**src/skor_pkg.sv**
```systemverilog
// ----------------------------------------------------------------------------
// skor_pkg: shared types and constants for the sorted key occurrence range block
// Item layouts, internal command format and the widths that follow from the
// array capacity.
// ----------------------------------------------------------------------------
package skor_pkg;

   // Array capacity and derived widths
   localparam int CAPACITY = 1024;
   localparam int ADDR_W   = $clog2(CAPACITY);
   localparam int CNT_W    = ADDR_W + 1;      // holds 0..CAPACITY
   localparam int PTR_W    = CNT_W + 1;       // signed search bound, down to -1
   localparam int KEY_W    = 32;

   // Fixed result field widths
   localparam int IDX_OUT_W = 10;
   localparam int OCC_OUT_W = 11;

   // Command queue between front and back
   localparam int QUEUE_DEPTH = 4;
   localparam int QPTR_W      = $clog2(QUEUE_DEPTH);
   localparam int QCNT_W      = QPTR_W + 1;

   // Operation codes of an input item
   localparam logic OP_LOAD  = 1'b0;
   localparam logic OP_QUERY = 1'b1;

   typedef enum logic [1:0] {
      CMD_APPEND,
      CMD_RESTART,
      CMD_QUERY
   } cmd_kind_type;

   typedef struct packed {
      logic                    op;
      logic signed [KEY_W-1:0] value;
      logic                    start_req;
   } req_type;

   typedef struct packed {
      logic                 found;
      logic [IDX_OUT_W-1:0] first_index;
      logic [IDX_OUT_W-1:0] last_index;
      logic [OCC_OUT_W-1:0] occurrences;
   } rsp_type;

   typedef struct packed {
      cmd_kind_type            kind;
      logic signed [KEY_W-1:0] value;
   } cmd_type;

   // Queue head as seen by the back end
   typedef struct packed {
      logic    valid;
      cmd_type cmd;
   } queue_head_type;

endpackage

```
**src/skor_front.sv**
```systemverilog
// ----------------------------------------------------------------------------
// skor_front: input side of the occurrence range block
// Accepts items, classifies them into append, restart or query commands and
// holds them in a small queue until the back end takes them.
// ----------------------------------------------------------------------------
module skor_front (
   input  logic                    clock,
   input  logic                    reset,
   input  logic                    req_valid,
   output logic                    req_stall,
   input  skor_pkg::req_type       req_item,
   output skor_pkg::queue_head_type head,
   input  logic                    pop
);

   skor_pkg::cmd_type                 entry_ff [skor_pkg::QUEUE_DEPTH];
   logic [skor_pkg::QPTR_W-1:0]       wr_ptr_ff, wr_ptr_in;
   logic [skor_pkg::QPTR_W-1:0]       rd_ptr_ff, rd_ptr_in;
   logic [skor_pkg::QCNT_W-1:0]       fill_ff, fill_in;
   logic                              push;
   logic                              do_pop;
   skor_pkg::cmd_type                 cmd;

   // Classify the incoming item
   always_comb begin
      cmd.value = req_item.value;
      if (req_item.op == skor_pkg::OP_QUERY) begin
         cmd.kind = skor_pkg::CMD_QUERY;
      end else if (req_item.start_req) begin
         cmd.kind = skor_pkg::CMD_RESTART;
      end else begin
         cmd.kind = skor_pkg::CMD_APPEND;
      end
   end

   // Queue handshake
   assign req_stall  = (fill_ff == skor_pkg::QCNT_W'(skor_pkg::QUEUE_DEPTH));
   assign push       = req_valid && !req_stall;
   assign do_pop     = pop && (fill_ff != '0);
   assign head.valid = (fill_ff != '0);
   assign head.cmd   = entry_ff[rd_ptr_ff];

   always_comb begin
      wr_ptr_in = wr_ptr_ff;
      rd_ptr_in = rd_ptr_ff;
      fill_in   = fill_ff;
      if (push) begin
         wr_ptr_in = wr_ptr_ff + 1'b1;
      end
      if (do_pop) begin
         rd_ptr_in = rd_ptr_ff + 1'b1;
      end
      if (push && !do_pop) begin
         fill_in = fill_ff + 1'b1;
      end else if (!push && do_pop) begin
         fill_in = fill_ff - 1'b1;
      end
   end

   always_ff @(posedge clock) begin
      if (reset) begin
         wr_ptr_ff <= '0;
         rd_ptr_ff <= '0;
         fill_ff   <= '0;
      end else begin
         wr_ptr_ff <= wr_ptr_in;
         rd_ptr_ff <= rd_ptr_in;
         fill_ff   <= fill_in;
      end
   end

   // Queue storage, no reset needed
   always_ff @(posedge clock) begin
      if (push) begin
         entry_ff[wr_ptr_ff] <= cmd;
      end
   end

endmodule

```
**config.mk**
```make
export PLATFORM = sky130hd
export DESIGN_NAME = skor_front
export DESIGN_NICKNAME = d
export VERILOG_FILES = /design/src/skor_pkg.sv /design/src/skor_front.sv
export SDC_FILE = /design/constraint.sdc
export NUM_CORES = 1
export LEC_CHECK = 0
export BUFFER_PORTS_ARGS = -buffer_cell sky130_fd_sc_hd__buf_2
export CAP_MARGIN = 40
export CORE_MARGIN = 2
export CORE_UTILIZATION = 45
export CTS_BUF_LIST = sky130_fd_sc_hd__clkbuf_4 sky130_fd_sc_hd__clkbuf_8 sky130_fd_sc_hd__clkbuf_16
export DETAILED_ROUTE_END_ITERATION = 8
export PLACE_DENSITY = 0.61
export SYNTH_ARGS = -nofsm -noshare
export SYNTH_HDL_FRONTEND = slang
export SYNTH_SLANG_ARGS = --single-unit
```
**constraint.sdc**
```tcl
create_clock -name clock -period 5.5 [get_ports clock]
set_clock_uncertainty 0.2 [all_clocks]
set_input_delay 0.275 -clock clock [delete_from_list [all_inputs] [get_ports clock]]
set_output_delay 0.275 -clock clock [all_outputs]
set_load 0.005 [all_outputs]
```
# --- Word level (Yosys, flattened, before mapping) ---
# Memories as Yosys holds them, arrays and structs flattened. A register that Yosys moved wholly into a read port is not among the register bits.
# Cells that the tools add are included.
totals:
  reg_bits: 7
  ram_bits: 136
  in_bits: 38
  out_inout_bits: 36
  word_cells: 26
  memories: 1
memory_table:
  columns: ["name", "words", "width", "rd", "rd_ports_with_merged_regs", "wr", "line_no", "rtl"]
  rows:
  - ["entry_ff", 4, 34, 1, 1, 1, "skor_front.sv:16", "skor_pkg::cmd_type entry_ff [skor_pkg::QUEUE_DEPTH];"]
op_classes:
  n_addsub: 4
  eq_ne: 1
  muxes: 8
  reduce_logical: 9
ops:
  columns: ["cell", "n"]
  rows:
  - ["$mux 2", 3]
  - ["$mux 3", 2]
  - ["$add 2x1->2 const B", 2]
  - ["$logic_and 1x1->1", 4]
  - ["$add 3x1->3 const B", 1]
  - ["$eq 3x3->1 const B", 1]
  - ["$logic_not 1->1", 3]
  - ["$mux 1", 3]
  - ["$reduce_bool 3->1", 1]
  - ["$sub 3x1->3 const B", 1]
  - ["$reduce_bool 2->1", 1]

# --- Logic depth before layout (Yosys ltp) ---
depth:
  depth_word: 7
  depth_mapped: 8
  mapped_depth_nobuf: 8

# --- Worst setup path before layout ---
# No wires, ideal clock.
synth_timing:
  path_kind: "register to register"
  from: "register fill_ff[0] (netlist bit)"
  to: "memory entry_ff[0][0] (netlist bit) (enable)"
  setup_time_ps: 394
  arrival_time_ps: 1595
  t_required_ps: 4906
  slack_ps: 3310
  path_stages_with_launch: 4
  path_buffers: 0
  period_less_slack_ps: 2190
  cell_sequence: "dfxtp_1 > nor3b_2 > nor2_2 > and2_1"
synth_via:
  elab_chain_len: 5
synth_lines:
  columns: ["item", "line_no", "rtl"]
  rows:
  - ["start: declaration", "skor_front.sv:19", "logic [skor_pkg::QCNT_W-1:0] fill_ff, fill_in;"]
  - ["start signal: assignment", "skor_front.sv:68", "fill_ff <= fill_in;"]
  - ["$eq 3x3->1", "skor_front.sv:37", "assign req_stall = (fill_ff == skor_pkg::QCNT_W'(skor_pkg::QUEUE_DEPTH));"]
  - ["via req_stall", "skor_front.sv:10", "output logic req_stall,"]
  - ["$logic_not 1->1", "skor_front.sv:38", "assign push = req_valid && !req_stall;"]
  - ["$logic_and 1x1->1", "skor_front.sv:38", null]
  - ["via push", "skor_front.sv:20", "logic push;"]
  - ["$mux 1", "skor_front.sv:74", "if (push) begin"]
  - ["$mux 1 (implied by the code)", "skor_front.sv:75", "entry_ff[wr_ptr_ff] <= cmd;"]
  - ["end: declaration", "skor_front.sv:16", null]
# The timed path passes the listed nets, and every way through them passes these cells.

==> flow_results.xml <==
<?xml version="1.0" encoding="UTF-8"?>
<metrics>
  <group name="power_and_ir_drop">
    <metric name="sw_frac" unit="">0.2324</metric>
    <metric name="power.density" unit="mW/mm^2">463.4</metric>
    <metric name="pwr-share-comb" unit="">0.192</metric>
    <metric name="power_leakage" unit="uW">0.002447</metric>
    <metric name="max-vdd-ir-drop" unit="mV">0.3507</metric>
    <metric name="power.clock.fraction" unit="">0.378</metric>
    <metric name="intPower" unit="uW">2492</metric>
    <metric name="p_sw" unit="uW">754.7</metric>
    <metric name="p_seq_frac" unit="">0.430</metric>
  </group>
  <group name="critical_path">
    <metric name="timing.critical_path.slowest_cell_delay" unit="ns">0.60</metric>
    <metric name="timing.critical_path.required" unit="ns">5.03</metric>
    <metric name="path_cells" unit="">buf_4 &gt; mux4_2 &gt; buf_2</metric>
    <metric name="worstSetupEndpointType" unit="">output pin</metric>
    <metric name="crit_path_start_kind" unit="">flip-flop</metric>
    <metric name="critPathSlowestCell" unit="">mux4_2</metric>
    <metric name="setup.worst_path.class" unit="">flip-flop to output pin</metric>
    <metric name="arrival" unit="ns">2.23</metric>
    <metric name="cp_max_fo" unit="">27</metric>
  </group>
  <group name="synthesis">
    <metric name="synthesis.instances" unit="">227</metric>
    <metric name="synth-warning-count" unit="">0</metric>
    <metric name="synth.avg_cell_area" unit="um^2">23.87</metric>
    <metric name="mappedNetlistNets" unit="">271</metric>
    <metric name="netlist_top_cells_area" unit="">edfxtp_1 (75%), mux4_2 (14%), dfxtp_1 (3.3%)</metric>
    <metric name="synth_seq_cells" unit="">145</metric>
    <metric name="yosys.area.top_type_share" unit="">0.7536</metric>
    <metric name="syn_area" unit="mm^2">0.005419</metric>
    <metric name="synthTopCellsByCount" unit="">edfxtp_1 (136), mux4_2 (34), dfxtp_1 (9), ha_1 (5), nor2_1 (5)</metric>
    <metric name="post_synth_num_cell_types" unit="">24</metric>
    <metric name="synth_seq_area_share" unit="">0.7869</metric>
    <metric name="post_synth_edffs" unit="">136</metric>
    <metric name="yosysTopAreaCell" unit="">edfxtp_1</metric>
    <metric name="synthMostInstantiatedCell" unit="">edfxtp_1</metric>
    <metric name="synth_flop_cell" unit="">edfxtp_1</metric>
    <metric name="async_set_reset_flop_share_out_of_synthesis" unit="">0</metric>
  </group>
  <group name="drt">
    <metric name="route.antenna.remaining_nets" unit="">0</metric>
    <metric name="post_drt_wl_per_cell" unit="um">18.03</metric>
    <metric name="route.detailed.vias_per_inst" unit="">5.122</metric>
    <metric name="drt-pass1-iter-count" unit="">4</metric>
    <metric name="drcViolationCount" unit="">0</metric>
    <metric name="drt-total-wl" unit="mm">9.196</metric>
    <metric name="route.vias.total" unit="">2612</metric>
    <metric name="drt_iter0_markers" unit="">144</metric>
  </group>
  <group name="global_routing">
    <metric name="globalRoute.totalOverflow" unit="">0</metric>
    <metric name="grtUsageTotal" unit="">0.1555</metric>
    <metric name="met1_track_usage_gr" unit="">0.1978</metric>
    <metric name="grt_start_max_net_pins" unit="">28</metric>
    <metric name="gr-max-usage-layer" unit="">met2</metric>
    <metric name="grt_pass1_vias" unit="">2764</metric>
    <metric name="use_met2" unit="">0.2523</metric>
    <metric name="antenna_found_initial" unit="">0</metric>
    <metric name="grt_pass1_wl" unit="mm">14.56</metric>
    <metric name="grt_util_met3" unit="">0.05101</metric>
  </group>
  <group name="placed_design">
    <metric name="place.detailed.hpwl" unit="mm">5.754</metric>
    <metric name="number_of_placed_cells_counting_well_taps" unit="">444</metric>
    <metric name="dpl_worst_slack" unit="ns">3.137</metric>
    <metric name="place.gp.congestion" unit="">0.6860</metric>
    <metric name="io_buffers" unit="">73</metric>
    <metric name="post_dp_cell_area" unit="mm^2">0.006018</metric>
  </group>
  <group name="cts">
    <metric name="post_cts.resized_instances" unit="">0</metric>
    <metric name="clock_tree_from_tritoncts" unit="">built</metric>
    <metric name="clock_sinks" unit="">145</metric>
    <metric name="cts_max_path_buffers" unit="">2</metric>
    <metric name="clk_latency" unit="ns">0.41</metric>
    <metric name="cts_setup_buffers" unit="">0</metric>
    <metric name="clk_pin_slew" unit="ns">0.06</metric>
    <metric name="cts_buffers" unit="">17</metric>
    <metric name="clk_root_buffer_cell" unit="">clkbuf_16</metric>
    <metric name="cts_htree_levels" unit="">4</metric>
  </group>
  <group name="sta">
    <metric name="finalSetupTns" unit="ns">0</metric>
    <metric name="final-hold-violation-count" unit="">0</metric>
    <metric name="grt_setup_unrepaired" unit="">false</metric>
    <metric name="maxSlewHeadroom" unit="">0.6372</metric>
    <metric name="fin_crit" unit="ns">2.706</metric>
    <metric name="final_min_period_over_clock_period" unit="">0.4920</metric>
    <metric name="finalMaxSlewViolations" unit="">0</metric>
    <metric name="setup_ws" unit="ns">2.794</metric>
    <metric name="whs" unit="ns">0.04533</metric>
    <metric name="report.final.setup_viol" unit="">0</metric>
    <metric name="worst_slew_pin_slew" unit="ns">0.5443</metric>
    <metric name="fmax" unit="GHz">0.3696</metric>
  </group>
  <group name="floorplanning">
    <metric name="area_of_the_placeable_core" unit="mm^2">0.01186</metric>
    <metric name="i_o_pins" unit="">74</metric>
    <metric name="placement_rows" unit="">40</metric>
    <metric name="initial_core_util" unit="">0.4569</metric>
    <metric name="chipWidth" unit="um">113.7</metric>
    <metric name="dieArea" unit="mm^2">0.01294</metric>
    <metric name="die_h" unit="um">113.7</metric>
  </group>
  <group name="run">
    <metric name="max_cap_violations" unit="">0</metric>
  </group>
  <group name="layout">
    <metric name="layout.cells.non_filler" unit="">510</metric>
    <metric name="final_net_count" unit="">394</metric>
    <metric name="antenna_cells_inserted" unit="">0</metric>
    <metric name="final_area" unit="mm^2">0.007007</metric>
    <metric name="syn_to_final_growth" unit="%">29.30</metric>
    <metric name="layout-drive-gt1-share" unit="">0.4242</metric>
  </group>
  <group name="run_status">
    <metric name="run_status" unit="">finished, final reports clean</metric>
  </group>
  <group name="hold_path">
    <metric name="hold_path.class" unit="">primary input to flip-flop</metric>
  </group>
</metrics>
area by class of cell:
cell class	instances	area, um^2
Fill cell	862	4855
Sequential cell	145	4267
Multi-Input combinational cell	69	1050
Timing Repair Buffer	113	843.3
Clock buffer	18	432.9
Clock inverter	14	215.2
Tap cell	147	183.9
Inverter	4	15.01
stage by stage:
step,util,total power (uW)
6_report,0.5907,3247
4_1_cts,0.5907,3293
3_5_place_dp,0.5074,2044
3_3_place_gp,0.4964,2006
2_1_floorplan,-,1829
5_1_grt,0.5907,3397
kinds of logic (layout without fill, tap and decap cells):
family | Yosys count | in the layout | share of synthesized area
compound gates | 6 | 6 | 0.007620
xor+xnor | 4 | 4 | 0.006464
fa+ha+maj | 6 | 6 | 0.01524
buf+inv | 13 | 149 | 0.02032
flops | 145 | 145 | 0.7869
mux | 36 | 36 | 0.1450
simple gates | 17 | 17 | 0.01847
sequential cells by signal (all words and copies together), names as in the netlist, named ones only:
register	flops
entry_ff	136
fill_ff	3
rd_ptr_ff	2
wr_ptr_ff	2
placed cells by master, fill, tap and decap left out, types with 3 or more instances in the layout:
| cell | instances |
|---|---|
| ha_1 | 5 |
| edfxtp_1 | 136 |
| clkinv_4 | 4 |
| xor2_1 | 4 |
| nor2_1 | 5 |
| clkinv_2 | 3 |
| mux4_2 | 34 |
| buf_16 | 4 |
| clkbuf_16 | 17 |
| inv_1 | 4 |
| buf_2 | 73 |
| or3_1 | 3 |
| bufinv_16 | 5 |
| dfxtp_1 | 7 |
| and2_2 | 4 |
| dlygate4sd3_1 | 34 |
layer usage:
| layer | part of all wire | vias up |
|---|---|---|
| li1 | - | 1194 |
| met1 | 0.44 | 1354 |
| met2 | 0.50 | 54 |
| met3 | 0.048 | 10 |
| met4 | 0.012 | 0 |
| met5 | 0 | - |
final timing paths:
kind	cells after the start	endpoint	start	slack [ns]
setup / recovery	3	head[24]	flip-flop	2.79
hold / removal	4	rd_ptr_ff[0]$_SDFFE_PP0P_	pop	0.05
setup reg to reg	8	fill_ff[2]$_SDFFE_PP0P_	fill_ff[0]$_SDFFE_PP0P_	3.19
hold reg to reg	2	wr_ptr_ff[1]$_SDFFE_PP0P_	wr_ptr_ff[1]$_SDFFE_PP0P_	0.32
critical path: cells and delay by family, from the launching register on:
kind | cells | cell delay [ns]
buffers and inverters | 2 | 0.69
muxes | 1 | 0.60
DFF | 1 | 0.53
power groups by stage:
stage | clock (uW) | combinational (uW) | sequential, uW
6_report | 1230 | 624 | 1400
3_3_place_gp | 0 | 581 | 1430
2_1_floorplan | 0 | 447 | 1380
3_5_place_dp | 0 | 622 | 1420
4_1_cts | 1250 | 644 | 1400
5_1_grt | 1300 | 689 | 1410
timing repair:
action,4_1_cts,5_1_grt
setup endpoints to repair,0,0
endpoints found under the hold margin,140,0
hold buffers,34,0
Note: power is estimated with default switching activity, not from simulation.
